--- src/rtl/rpn_stack_calculator_unit_macros.svh ---
// ----------------------------------------------------------------------------
// RPN calculator assertion macros
// Shared concurrent assertion forms, clocked on clk and held off during reset.
// ----------------------------------------------------------------------------
`ifndef RPN_STACK_CALCULATOR_UNIT_MACROS_SVH
`define RPN_STACK_CALCULATOR_UNIT_MACROS_SVH

// The consequent must hold in the same cycle as the antecedent.
`define RPN_ASSERT_NOW(label, ante, cons, msg) \
	label: assert property (@(posedge clk) disable iff (!arst_n) (ante) |-> (cons)) \
		else $error(msg);

// The consequent must hold in the cycle after the antecedent.
`define RPN_ASSERT_NEXT(label, ante, cons, msg) \
	label: assert property (@(posedge clk) disable iff (!arst_n) (ante) |=> (cons)) \
		else $error(msg);

`endif

--- src/rtl/rpn_pkg.sv ---
// ----------------------------------------------------------------------------
// RPN calculator package
// Character codes, status codes, operation decode and controller interface.
// ----------------------------------------------------------------------------
package rpn_pkg;

	localparam int unsigned DATA_W = 32;
	localparam int unsigned CH_W   = 8;
	localparam int unsigned STS_W  = 3;

	localparam logic [CH_W-1:0] CH_ZERO = 8'h30;
	localparam logic [CH_W-1:0] CH_NINE = 8'h39;
	localparam logic [CH_W-1:0] CH_EQ   = 8'h3D;
	localparam logic [CH_W-1:0] CH_ADD  = 8'h2B;
	localparam logic [CH_W-1:0] CH_SUB  = 8'h2D;
	localparam logic [CH_W-1:0] CH_MUL  = 8'h2A;
	localparam logic [CH_W-1:0] CH_DIV  = 8'h2F;

	localparam logic [STS_W-1:0] ST_OK         = 3'd0;
	localparam logic [STS_W-1:0] ST_OVER       = 3'd1;
	localparam logic [STS_W-1:0] ST_UNDER      = 3'd2;
	localparam logic [STS_W-1:0] ST_DIVZ       = 3'd3;
	localparam logic [STS_W-1:0] ST_UNDER_DIVZ = 3'd4;

	// Value read in place of a missing operand.
	localparam logic [DATA_W-1:0] EMPTY_VAL = 32'hFFFF_FFFF;

	typedef enum logic [2:0] {
		OP_NONE,
		OP_DIGIT,
		OP_EQ,
		OP_ADD,
		OP_SUB,
		OP_MUL,
		OP_DIV
	} op_t;

	typedef struct packed {
		logic accept;
		logic pop;
		logic cap_rhs;
		logic cap_lhs;
		logic exec;
		logic div_load;
		logic push;
		logic out_load;
	} dp_cmd_t;

	typedef struct packed {
		logic rhs_zero;
		logic div_done;
		logic div_busy;
	} dp_sts_t;

	function automatic op_t decode_op(input logic [CH_W-1:0] ch);
		op_t op;
		unique case (ch) inside
			[CH_ZERO:CH_NINE]: op = OP_DIGIT;
			CH_EQ:             op = OP_EQ;
			CH_ADD:            op = OP_ADD;
			CH_SUB:            op = OP_SUB;
			CH_MUL:            op = OP_MUL;
			CH_DIV:            op = OP_DIV;
			default:           op = OP_NONE;
		endcase
		return op;
	endfunction

endpackage

--- src/rtl/rpn_ram.sv ---
// ----------------------------------------------------------------------------
// RPN generic RAM
// One write port and one read port with registered read data.
// ----------------------------------------------------------------------------
module rpn_ram #(
	parameter int WIDTH = 32,
	parameter int DEPTH = 8
) (
	input  logic                                  clk,
	input  logic                                  we,
	input  logic [(DEPTH > 1 ? $clog2(DEPTH) : 1)-1:0] waddr,
	input  logic [WIDTH-1:0]                      wdata,
	input  logic                                  re,
	input  logic [(DEPTH > 1 ? $clog2(DEPTH) : 1)-1:0] raddr,
	output logic [WIDTH-1:0]                      rdata
);

	logic [WIDTH-1:0] mem_q [DEPTH];
	logic [WIDTH-1:0] rdata_q;

	always_ff @(posedge clk) begin
		if (we) begin
			mem_q[waddr] <= wdata;
		end
		if (re) begin
			rdata_q <= mem_q[raddr];
		end
	end

	assign rdata = rdata_q;

endmodule

--- src/rtl/rpn_div.sv ---
// ----------------------------------------------------------------------------
// RPN divider
// Iterative radix-2 signed divider, truncating toward zero, one bit a cycle.
// ----------------------------------------------------------------------------
module rpn_div
	import rpn_pkg::*;
(
	input  logic              clk,
	input  logic              arst_n,
	input  logic              start,
	input  logic [DATA_W-1:0] dividend,
	input  logic [DATA_W-1:0] divisor,
	output logic              busy,
	output logic              done,
	output logic [DATA_W-1:0] quotient
);

	localparam int CNT_W = $clog2(DATA_W);
	localparam logic [CNT_W-1:0] CNT_LAST = CNT_W'(DATA_W - 1);

	logic              busy_q;
	logic              done_q;
	logic [CNT_W-1:0]  cnt_q;
	logic              neg_q;
	logic [DATA_W-1:0] rem_q;
	logic [DATA_W-1:0] quo_q;
	logic [DATA_W-1:0] dvs_q;

	logic [DATA_W:0]   rem_sh;
	logic [DATA_W:0]   diff;

	// Shift in the next dividend bit and try a subtraction.
	assign rem_sh = {rem_q, quo_q[DATA_W-1]};
	assign diff   = rem_sh - {1'b0, dvs_q};

	always_ff @(posedge clk or negedge arst_n) begin
		if (!arst_n) begin
			busy_q <= 1'b0;
			done_q <= 1'b0;
			cnt_q  <= '0;
		end else begin
			done_q <= 1'b0;
			if (start) begin
				busy_q <= 1'b1;
				cnt_q  <= '0;
			end else if (busy_q) begin
				cnt_q <= cnt_q + 1'b1;
				if (cnt_q == CNT_LAST) begin
					busy_q <= 1'b0;
					done_q <= 1'b1;
				end
			end
		end
	end

	always_ff @(posedge clk) begin
		if (start) begin
			neg_q <= dividend[DATA_W-1] ^ divisor[DATA_W-1];
			rem_q <= '0;
			quo_q <= dividend[DATA_W-1] ? (~dividend + 1'b1) : dividend;
			dvs_q <= divisor[DATA_W-1] ? (~divisor + 1'b1) : divisor;
		end else if (busy_q) begin
			if (!diff[DATA_W]) begin
				rem_q <= diff[DATA_W-1:0];
				quo_q <= {quo_q[DATA_W-2:0], 1'b1};
			end else begin
				rem_q <= rem_sh[DATA_W-1:0];
				quo_q <= {quo_q[DATA_W-2:0], 1'b0};
			end
		end
	end

	assign busy     = busy_q;
	assign done     = done_q;
	assign quotient = neg_q ? (~quo_q + 1'b1) : quo_q;

endmodule

--- src/rtl/rpn_dp.sv ---
// ----------------------------------------------------------------------------
// RPN datapath
// Operand stack, operand and answer registers, ALU, divider and result word.
// ----------------------------------------------------------------------------
module rpn_dp
	import rpn_pkg::*;
#(
	parameter int STACK_DEPTH = 8
) (
	input  logic              clk,
	input  logic              arst_n,
	input  logic [CH_W-1:0]   ch,
	input  dp_cmd_t           cmd,
	output dp_sts_t           sts,
	output logic [DATA_W-1:0] value,
	output logic              is_result,
	output logic [STS_W-1:0]  status
);

	localparam int AW = (STACK_DEPTH > 1) ? $clog2(STACK_DEPTH) : 1;
	localparam int CW = $clog2(STACK_DEPTH + 1);
	localparam logic [CW-1:0] FULL_CNT = CW'(STACK_DEPTH);

	logic [CW-1:0]     count_q;
	op_t               op_q;
	logic              over_q;
	logic              under_q;
	logic              divz_q;
	logic              pop_ok_q;
	logic [DATA_W-1:0] rhs_q;
	logic [DATA_W-1:0] lhs_q;
	logic [DATA_W-1:0] ans_q;
	logic [DATA_W-1:0] value_q;
	logic              is_result_q;
	logic [STS_W-1:0]  status_q;

	logic [CW-1:0]     count_dec;
	logic              empty;
	logic              full;
	logic              ram_we;
	logic              ram_re;
	logic [DATA_W-1:0] ram_rdata;
	logic [DATA_W-1:0] pop_val;
	logic [DATA_W-1:0] product;
	logic [CH_W-1:0]   digit;
	logic              div_start;
	logic              div_busy;
	logic              div_done;
	logic [DATA_W-1:0] div_quo;
	logic              res_ok;
	logic [STS_W-1:0]  status_d;

	assign count_dec = count_q - 1'b1;
	assign empty     = (count_q == '0);
	assign full      = (count_q == FULL_CNT);
	assign ram_re    = cmd.pop && !empty;
	assign ram_we    = cmd.push && !full;
	assign pop_val   = pop_ok_q ? ram_rdata : EMPTY_VAL;
	assign product   = lhs_q * rhs_q;
	assign digit     = ch - CH_ZERO;
	assign div_start = cmd.exec && (op_q == OP_DIV) && (rhs_q != '0);

	rpn_ram #(
		.WIDTH(DATA_W),
		.DEPTH(STACK_DEPTH)
	) u_stack (
		.clk  (clk),
		.we   (ram_we),
		.waddr(count_q[AW-1:0]),
		.wdata(ans_q),
		.re   (ram_re),
		.raddr(count_dec[AW-1:0]),
		.rdata(ram_rdata)
	);

	rpn_div u_div (
		.clk     (clk),
		.arst_n  (arst_n),
		.start   (div_start),
		.dividend(lhs_q),
		.divisor (rhs_q),
		.busy    (div_busy),
		.done    (div_done),
		.quotient(div_quo)
	);

	always_ff @(posedge clk or negedge arst_n) begin
		if (!arst_n) begin
			count_q  <= '0;
			op_q     <= OP_NONE;
			over_q   <= 1'b0;
			under_q  <= 1'b0;
			divz_q   <= 1'b0;
			pop_ok_q <= 1'b0;
		end else begin
			if (cmd.accept) begin
				op_q    <= decode_op(ch);
				over_q  <= 1'b0;
				under_q <= 1'b0;
				divz_q  <= 1'b0;
			end
			if (cmd.pop) begin
				pop_ok_q <= !empty;
				if (empty) begin
					under_q <= 1'b1;
				end else begin
					count_q <= count_dec;
				end
			end
			if (cmd.exec && (op_q == OP_DIV) && (rhs_q == '0)) begin
				divz_q <= 1'b1;
			end
			if (cmd.push) begin
				if (full) begin
					over_q <= 1'b1;
				end else begin
					count_q <= count_q + 1'b1;
				end
			end
		end
	end

	always_ff @(posedge clk) begin
		if (cmd.accept) begin
			ans_q <= {{(DATA_W - 4){1'b0}}, digit[3:0]};
		end
		if (cmd.cap_rhs) begin
			rhs_q <= pop_val;
		end
		if (cmd.cap_lhs) begin
			lhs_q <= pop_val;
		end
		if (cmd.exec) begin
			case (op_q)
				OP_ADD:  ans_q <= lhs_q + rhs_q;
				OP_SUB:  ans_q <= lhs_q - rhs_q;
				OP_MUL:  ans_q <= product;
				OP_DIV:  ans_q <= '0;
				default: ans_q <= ans_q;
			endcase
		end
		if (cmd.div_load) begin
			ans_q <= div_quo;
		end
		if (cmd.out_load) begin
			value_q     <= res_ok ? rhs_q : '0;
			is_result_q <= res_ok;
			status_q    <= status_d;
		end
	end

	// A result word carries a value only for '=' that found something to pop.
	assign res_ok = (op_q == OP_EQ) && !under_q;

	always_comb begin
		if (over_q) begin
			status_d = ST_OVER;
		end else if (under_q && divz_q) begin
			status_d = ST_UNDER_DIVZ;
		end else if (divz_q) begin
			status_d = ST_DIVZ;
		end else if (under_q) begin
			status_d = ST_UNDER;
		end else begin
			status_d = ST_OK;
		end
	end

	assign sts.rhs_zero = (rhs_q == '0);
	assign sts.div_done = div_done;
	assign sts.div_busy = div_busy;

	assign value     = value_q;
	assign is_result = is_result_q;
	assign status    = status_q;

endmodule

--- src/rtl/rpn_ctrl.sv ---
// ----------------------------------------------------------------------------
// RPN controller
// Sequences one character at a time through pops, execution, push and output.
// ----------------------------------------------------------------------------
module rpn_ctrl
	import rpn_pkg::*;
(
	input  logic            clk,
	input  logic            arst_n,
	input  logic            s_tvalid,
	output logic            s_tready,
	input  logic [CH_W-1:0] ch,
	output logic            m_tvalid,
	input  logic            m_tready,
	input  dp_sts_t         sts,
	output dp_cmd_t         cmd
);

	typedef enum logic [7:0] {
		S_IDLE = 8'b0000_0001,
		S_POPA = 8'b0000_0010,
		S_POPB = 8'b0000_0100,
		S_POPC = 8'b0000_1000,
		S_EXEC = 8'b0001_0000,
		S_DIVW = 8'b0010_0000,
		S_PUSH = 8'b0100_0000,
		S_DONE = 8'b1000_0000
	} state_t;

	state_t state_q;
	state_t state_d;
	op_t    op_q;
	op_t    op_in;
	logic   m_tvalid_q;

	assign op_in = decode_op(ch);

	always_comb begin
		state_d = state_q;
		cmd     = '0;
		unique case (state_q)
			S_IDLE: begin
				if (s_tvalid) begin
					cmd.accept = 1'b1;
					case (op_in)
						OP_DIGIT: state_d = S_PUSH;
						OP_NONE:  state_d = S_DONE;
						default:  state_d = S_POPA;
					endcase
				end
			end
			S_POPA: begin
				cmd.pop = 1'b1;
				state_d = S_POPB;
			end
			S_POPB: begin
				cmd.cap_rhs = 1'b1;
				if (op_q == OP_EQ) begin
					state_d = S_DONE;
				end else begin
					cmd.pop = 1'b1;
					state_d = S_POPC;
				end
			end
			S_POPC: begin
				cmd.cap_lhs = 1'b1;
				state_d     = S_EXEC;
			end
			S_EXEC: begin
				cmd.exec = 1'b1;
				if (op_q == OP_DIV && !sts.rhs_zero) begin
					state_d = S_DIVW;
				end else begin
					state_d = S_PUSH;
				end
			end
			S_DIVW: begin
				if (sts.div_done) begin
					cmd.div_load = 1'b1;
					state_d      = S_PUSH;
				end
			end
			S_PUSH: begin
				cmd.push = 1'b1;
				state_d  = S_DONE;
			end
			S_DONE: begin
				if (!m_tvalid_q || m_tready) begin
					cmd.out_load = 1'b1;
					state_d      = S_IDLE;
				end
			end
			default: state_d = S_IDLE;
		endcase
	end

	always_ff @(posedge clk or negedge arst_n) begin
		if (!arst_n) begin
			state_q    <= S_IDLE;
			op_q       <= OP_NONE;
			m_tvalid_q <= 1'b0;
		end else begin
			state_q <= state_d;
			if (cmd.accept) begin
				op_q <= op_in;
			end
			if (cmd.out_load) begin
				m_tvalid_q <= 1'b1;
			end else if (m_tready) begin
				m_tvalid_q <= 1'b0;
			end
		end
	end

	assign s_tready = (state_q == S_IDLE);
	assign m_tvalid = m_tvalid_q;

endmodule

--- src/rtl/rpn_stack_calculator_unit.sv ---
// ----------------------------------------------------------------------------
// RPN stack calculator unit
// Evaluates reverse Polish notation, one ASCII character per input word, on a
// stack of 32-bit signed integers, and returns one result word per character.
//
//   Channel  Direction  Signals                    Contents
//   s_       in         tvalid tready tdata[7:0]   ch
//   m_       out        tvalid tready tdata[31:0]  value
//                                 tuser[3:0]       is_result, status[2:0]
//
// Steps per character, from acceptance to result word loaded: a digit is
// pushed, an ignored character goes straight to output, '=' pops once, '+',
// '-' and '*' pop twice, execute and push, and '/' also waits, except for a
// zero divisor, on the radix-2 divider that retires one quotient bit per cycle.
// Pops read the stack RAM one entry per cycle with registered read data.
// Reset is asynchronous and active low; it empties the stack at once.
// The next character is taken while the previous result word still waits in
// the output register; a stall on the output side holds only the final step.
// ----------------------------------------------------------------------------
`include "rpn_stack_calculator_unit_macros.svh"

module rpn_stack_calculator_unit
	import rpn_pkg::*;
#(
	parameter int STACK_DEPTH = 8
) (
	input  logic              clk,
	input  logic              arst_n,
	// Input word: one character.
	input  logic              s_tvalid,
	output logic              s_tready,
	input  logic [CH_W-1:0]   s_tdata,   // [7:0] ch
	// Output word: one result per character.
	output logic              m_tvalid,
	input  logic              m_tready,
	output logic [DATA_W-1:0] m_tdata,   // [31:0] value
	output logic [STS_W:0]    m_tuser    // [0] is_result, [3:1] status
);

	dp_cmd_t           dp_cmd;
	dp_sts_t           dp_sts;
	logic [DATA_W-1:0] value;
	logic              is_result;
	logic [STS_W-1:0]  status;

	// The controller decides the sequence of steps for each character; the
	// datapath owns the stack, the operands and the assembled result word.
	rpn_ctrl u_ctrl (
		.clk     (clk),
		.arst_n  (arst_n),
		.s_tvalid(s_tvalid),
		.s_tready(s_tready),
		.ch      (s_tdata),
		.m_tvalid(m_tvalid),
		.m_tready(m_tready),
		.sts     (dp_sts),
		.cmd     (dp_cmd)
	);

	rpn_dp #(
		.STACK_DEPTH(STACK_DEPTH)
	) u_dp (
		.clk      (clk),
		.arst_n   (arst_n),
		.ch       (s_tdata),
		.cmd      (dp_cmd),
		.sts      (dp_sts),
		.value    (value),
		.is_result(is_result),
		.status   (status)
	);

	assign m_tdata = value;
	assign m_tuser = {status, is_result};

	// A popped result always comes with a clean status.
	`RPN_ASSERT_NOW(a_result_ok, m_tvalid && m_tuser[0], m_tuser[3:1] == ST_OK, "result word with bad status")
	// Status codes stay within the defined set.
	`RPN_ASSERT_NOW(a_status_range, m_tvalid, m_tuser[3:1] <= ST_UNDER_DIVZ, "status code out of range")
	// Words that are not results carry a zero value.
	`RPN_ASSERT_NOW(a_value_zero, m_tvalid && !m_tuser[0], m_tdata == '0, "non-result word carries a value")
	// The divider is never running while a new character can be accepted.
	`RPN_ASSERT_NOW(a_idle_div, s_tready, !dp_sts.div_busy, "divider busy while idle")
	// Loading the output register always presents a word next cycle.
	`RPN_ASSERT_NEXT(a_out_load, dp_cmd.out_load, m_tvalid, "loaded result word not presented")

endmodule

--- config.mk ---
export PLATFORM = sky130hd
export DESIGN_NAME = rpn_stack_calculator_unit
export DESIGN_NICKNAME = d
export VERILOG_FILES = /design/src/rtl/rpn_pkg.sv /design/src/rtl/rpn_ram.sv /design/src/rtl/rpn_div.sv /design/src/rtl/rpn_dp.sv /design/src/rtl/rpn_ctrl.sv /design/src/rtl/rpn_stack_calculator_unit.sv
export VERILOG_INCLUDE_DIRS = /design/src /design/src/rtl
export SDC_FILE = /design/constraint.sdc
export NUM_CORES = 2
export LEC_CHECK = 0
export ABC_AREA = 1
export BUFFER_PORTS_ARGS = -buffer_cell sky130_fd_sc_hd__buf_4
export CORE_UTILIZATION = 45
export DETAILED_ROUTE_END_ITERATION = 6
export GPL_TIMING_DRIVEN = 0
export PLACE_DENSITY_LB_ADDON = 0.05
export SLEW_MARGIN = 25
export SYNTH_ARGS = -nofsm -noshare
export SYNTH_HDL_FRONTEND = slang
export SYNTH_SLANG_ARGS = --single-unit
--- constraint.sdc ---
create_clock -name clk -period 7.34 [get_ports clk]
set_input_delay 0 -clock clk [delete_from_list [all_inputs] [get_ports clk]]
set_output_delay 0 -clock clk [all_outputs]
set_load 0.02 [all_outputs]
==> metrics.yaml <==
synth.distinct_cells: 67
place_inst: 6465
violations: "DRC"
final_nets: 5949
synth_area_leaders: "edfxtp_1 (33%), fa_1 (19%), nand2_1 (9.5%), inv_1 (8.4%), ha_1 (5.5%)"
timing.rr.start: "u_dp.lhs_q[22]"
gp_congestion: 1.037
synth-main-ff-cell: "edfxtp_1"
syn_area_sq_um: 44150
synth_area_per_cell_sq_um: 8.645
grt_pass1_vias: 34650
rsz0062_at_grt: "true"
slowest_stage: "fa_1"
clkLatencyLatePin_ns: 0.66
final.setup.worst_slack_ns: 0.07590
slew_viol_final: 0
path_max_fanout: 10
timing.max_cap.violations: 0
hold_violations: 0
die_y_um: 315.2
drt_wl_total_um: 152200
synth.top_cell.area_share_pct: 32.99
final_common_cell: "nand2_1"
power_mw: 10.13
n_fill_cell: 9229
drtIter0Drc: 3349
ant_nets: 0
power_leakage_nw: 24.27
antennaDiodeCount: 0
layout_common_cells: "nand2_1 (1104), inv_1 (981), edfxtp_1 (485)"
min_period_over_period_pct: 98.97
grt_usage_pct: 31.08
clock_tree.buffer_depth: 3
cpMostUsedCell: "fa_1"
critPathTopFamily: "adder cells"
vias_per_cell: 5.318
whs_endpoint: "u_ctrl.m_tvalid"
fin_tns_setup_ns: 0
fmax_mhz: 137.7
synth_top_area_cell: "edfxtp_1"
yosysWarnings: 0
fp.dieW_um: 315.2
grt-ovfl-total: 0
min_path_type: "input pin to flop"
synth-seq-cells: 544
die_area_sq_um: 99370
path_cells: "buf_4 -> nand2_1 -> inv_1 -> fa_1 -> inv_1 -> fa_1 -> fa_1 -> fa_1 -> inv_1 -> fa_1 -> fa_1 -> fa_2 -> fa_1 -> ha_4 -> a21oi_1 -> o21ai_2 -> a21oi_1 -> nand3_2 -> a31o_2 -> o21ai_1 -> nand2_2 -> nand3_2 -> nand2_1"
critPathBufInv: 4
reg2reg_depth: 23
crit_arrival_ns: 7.66
drive_gt1_share_pct: 10.98
wl_per_cell_um: 22.86
layoutNonFillerInstCount: 6657
worst_setup_path_end_kind: "flop"
drc: 3
worst_slew_pin_slew_ns: 1.090
slowest_delay_ns: 0.59
status: "finished with violations"
powerDensity_nw_per_um2: 199.7
min_path_cells: 3
syn_nets: 5723
cts-root-buf: "clkbuf_16"
grt_max_degree: 33
clock-sinks: 544
synth-edff-count: 485
ioPinCount: 50
syn_to_final_growth_pct: 14.89
place_ws_ns: -2.292
grt_antenna_before_repair: 6
hp-start: "m_tready"
dr.pass1.iters: 7
dp_hpwl_um: 121000
maxSlewHeadroom_pct: 27.32
num_rows: 114
num_vias: 35400
worstSetupPathType: "flop to flop"
core_sq_um: 96990
ir_worst_vdd_uv: 251.8
htreeDepth: 2
yosysSeqAreaShare_pct: 35.97
cp-start-kind: "flop"
port_buffers: 49
tritoncts: "yes"
async_reset_ff_share_pct: 4.963
r2r_end: "u_dp.ans_q[29]"
r2r_setup_slack_ns: 0.08
worstPathRequired_ns: 7.74
fin_crit_ns: 7.264
crit_start: "u_dp.lhs_q[22]"
grt_pass1_wl_um: 225200
numCtsBuffers: 58
synthCells: 5107
initial_core_util_pct: 45.52
clk_pin_slew_ns: 0.06
setup_viol: 0
clock_skew_ns: 0.03422
## report_power, final
group | total (mW) | switching [mW] | internal (mW) | leakage [nW]
Sequential | 3.79 | 0.132 | 3.66 | 5.13
Clock | 3.25 | 1.33 | 1.92 | 1.01
Combinational | 3.09 | 2.24 | 0.848 | 18.1
## metrics by stage
stage / hold WS, ns / utilization (%) / area, sq um
6_report: 0.09664 / 52.30 / 50720
5_1_grt: 0.1263 / 52.30 / 50720
4_1_cts: 0.08620 / 51.56 / 50010
3_5_place_dp: -0.04604 / 48.02 / 46580
3_3_place_gp: -0.04798 / 47.54 / 46110
2_1_floorplan: -0.2956 / - / 44150
## registers in the layout (all words and copies together) (netlist names), 5 cells and up
| register | count |
|---|---|
| u_dp.u_div.rem_q | 32 |
| u_dp.u_stack.mem_q | 256 |
| u_dp.ans_q | 32 |
| u_ctrl.state_q | 8 |
| u_dp.u_div.cnt_q | 5 |
| u_dp.u_div.quo_q | 32 |
| u_dp.u_stack.rdata | 32 |
| u_dp.rhs_q | 32 |
| u_dp.lhs_q | 32 |
| u_dp.u_div.dvs_q | 32 |
| u_dp.value | 32 |
## worst max-delay path by stage
stage | end | cells after the start
6_report | u_dp.ans_q[29] | 23
4_1_cts | u_dp.ans_q[28] | 31
2_1_floorplan | u_dp.ans_q[28] | 30
3_3_place_gp | u_dp.ans_q[28] | 29
5_1_grt | u_dp.ans_q[28] | 27
3_5_place_dp | u_dp.ans_q[28] | 31
## metal layers
| layer | wire, um | vias to the layer above | GRT usage (%) |
|---|---|---|---|
| met5 | 32 | - | 0 |
| met1 | 64570 | 17250 | 42.77 |
| met2 | 69430 | 1349 | 49.45 |
| met4 | 6549 | 4 | 12.39 |
| met3 | 11610 | 278 | 4.407 |
| li1 | - | 16520 | - |
## cell usage after synthesis, drive strengths merged, types with 12 or more instances
| cell type | number |
|---|---|
| or2 | 39 |
| fa | 410 |
| o22ai | 35 |
| nand2 | 1127 |
| inv | 1000 |
| o21ai | 381 |
| xnor2 | 46 |
| dfxtp | 32 |
| nor3 | 47 |
| nor2 | 441 |
| edfxtp | 485 |
| nand3b | 12 |
| a31oi | 50 |
| xor2 | 99 |
| nor4 | 21 |
| dfrtp | 26 |
| nand4 | 40 |
| nand3 | 137 |
| buf | 92 |
| ha | 194 |
| clkbuf | 152 |
| a21oi | 167 |
## kinds of logic after synthesis
group	after synthesis	share of synthesized area (%)
simple gates	1870	17.53
buf+inv	1245	10.81
compound gates	699	8.723
fa+ha+maj	604	24.09
flops	544	35.97
xor+xnor	145	2.876
## repair_timing
action | CTS | global route
endpoints found under the hold margin | 43 | 0
resized for setup | 314 | 162
pin swaps | 18 | 54
buffers inserted | 46 | 38
hold buffers | 19 | 0
setup endpoints to repair | 22 | 16
## worst register-to-register path: cells and delay by family, from the launching register on
kind,cells,cell delay [ns]
flip-flops,1,0.53
AND/OR/NAND/NOR,5,0.60
buffers and inverters,4,0.43
AO/OA/AOI/OAI,5,0.94
adder cells (fa/ha/maj),9,4.52
## final cells by class
cell class	count	area (sq um)	area share, %
Timing Repair Buffer	184	1574	3.103
Clock inverter	43	588.1	1.159
Multi-Input combinational cell	3318	24130	47.57
Sequential cell	544	15880	31.31
Inverter	1001	3762	7.417
Tap cell	1276	1597	3.147
Buffer	226	1707	3.365
Clock buffer	65	1488	2.933
(Power assumes the default switching activity.)
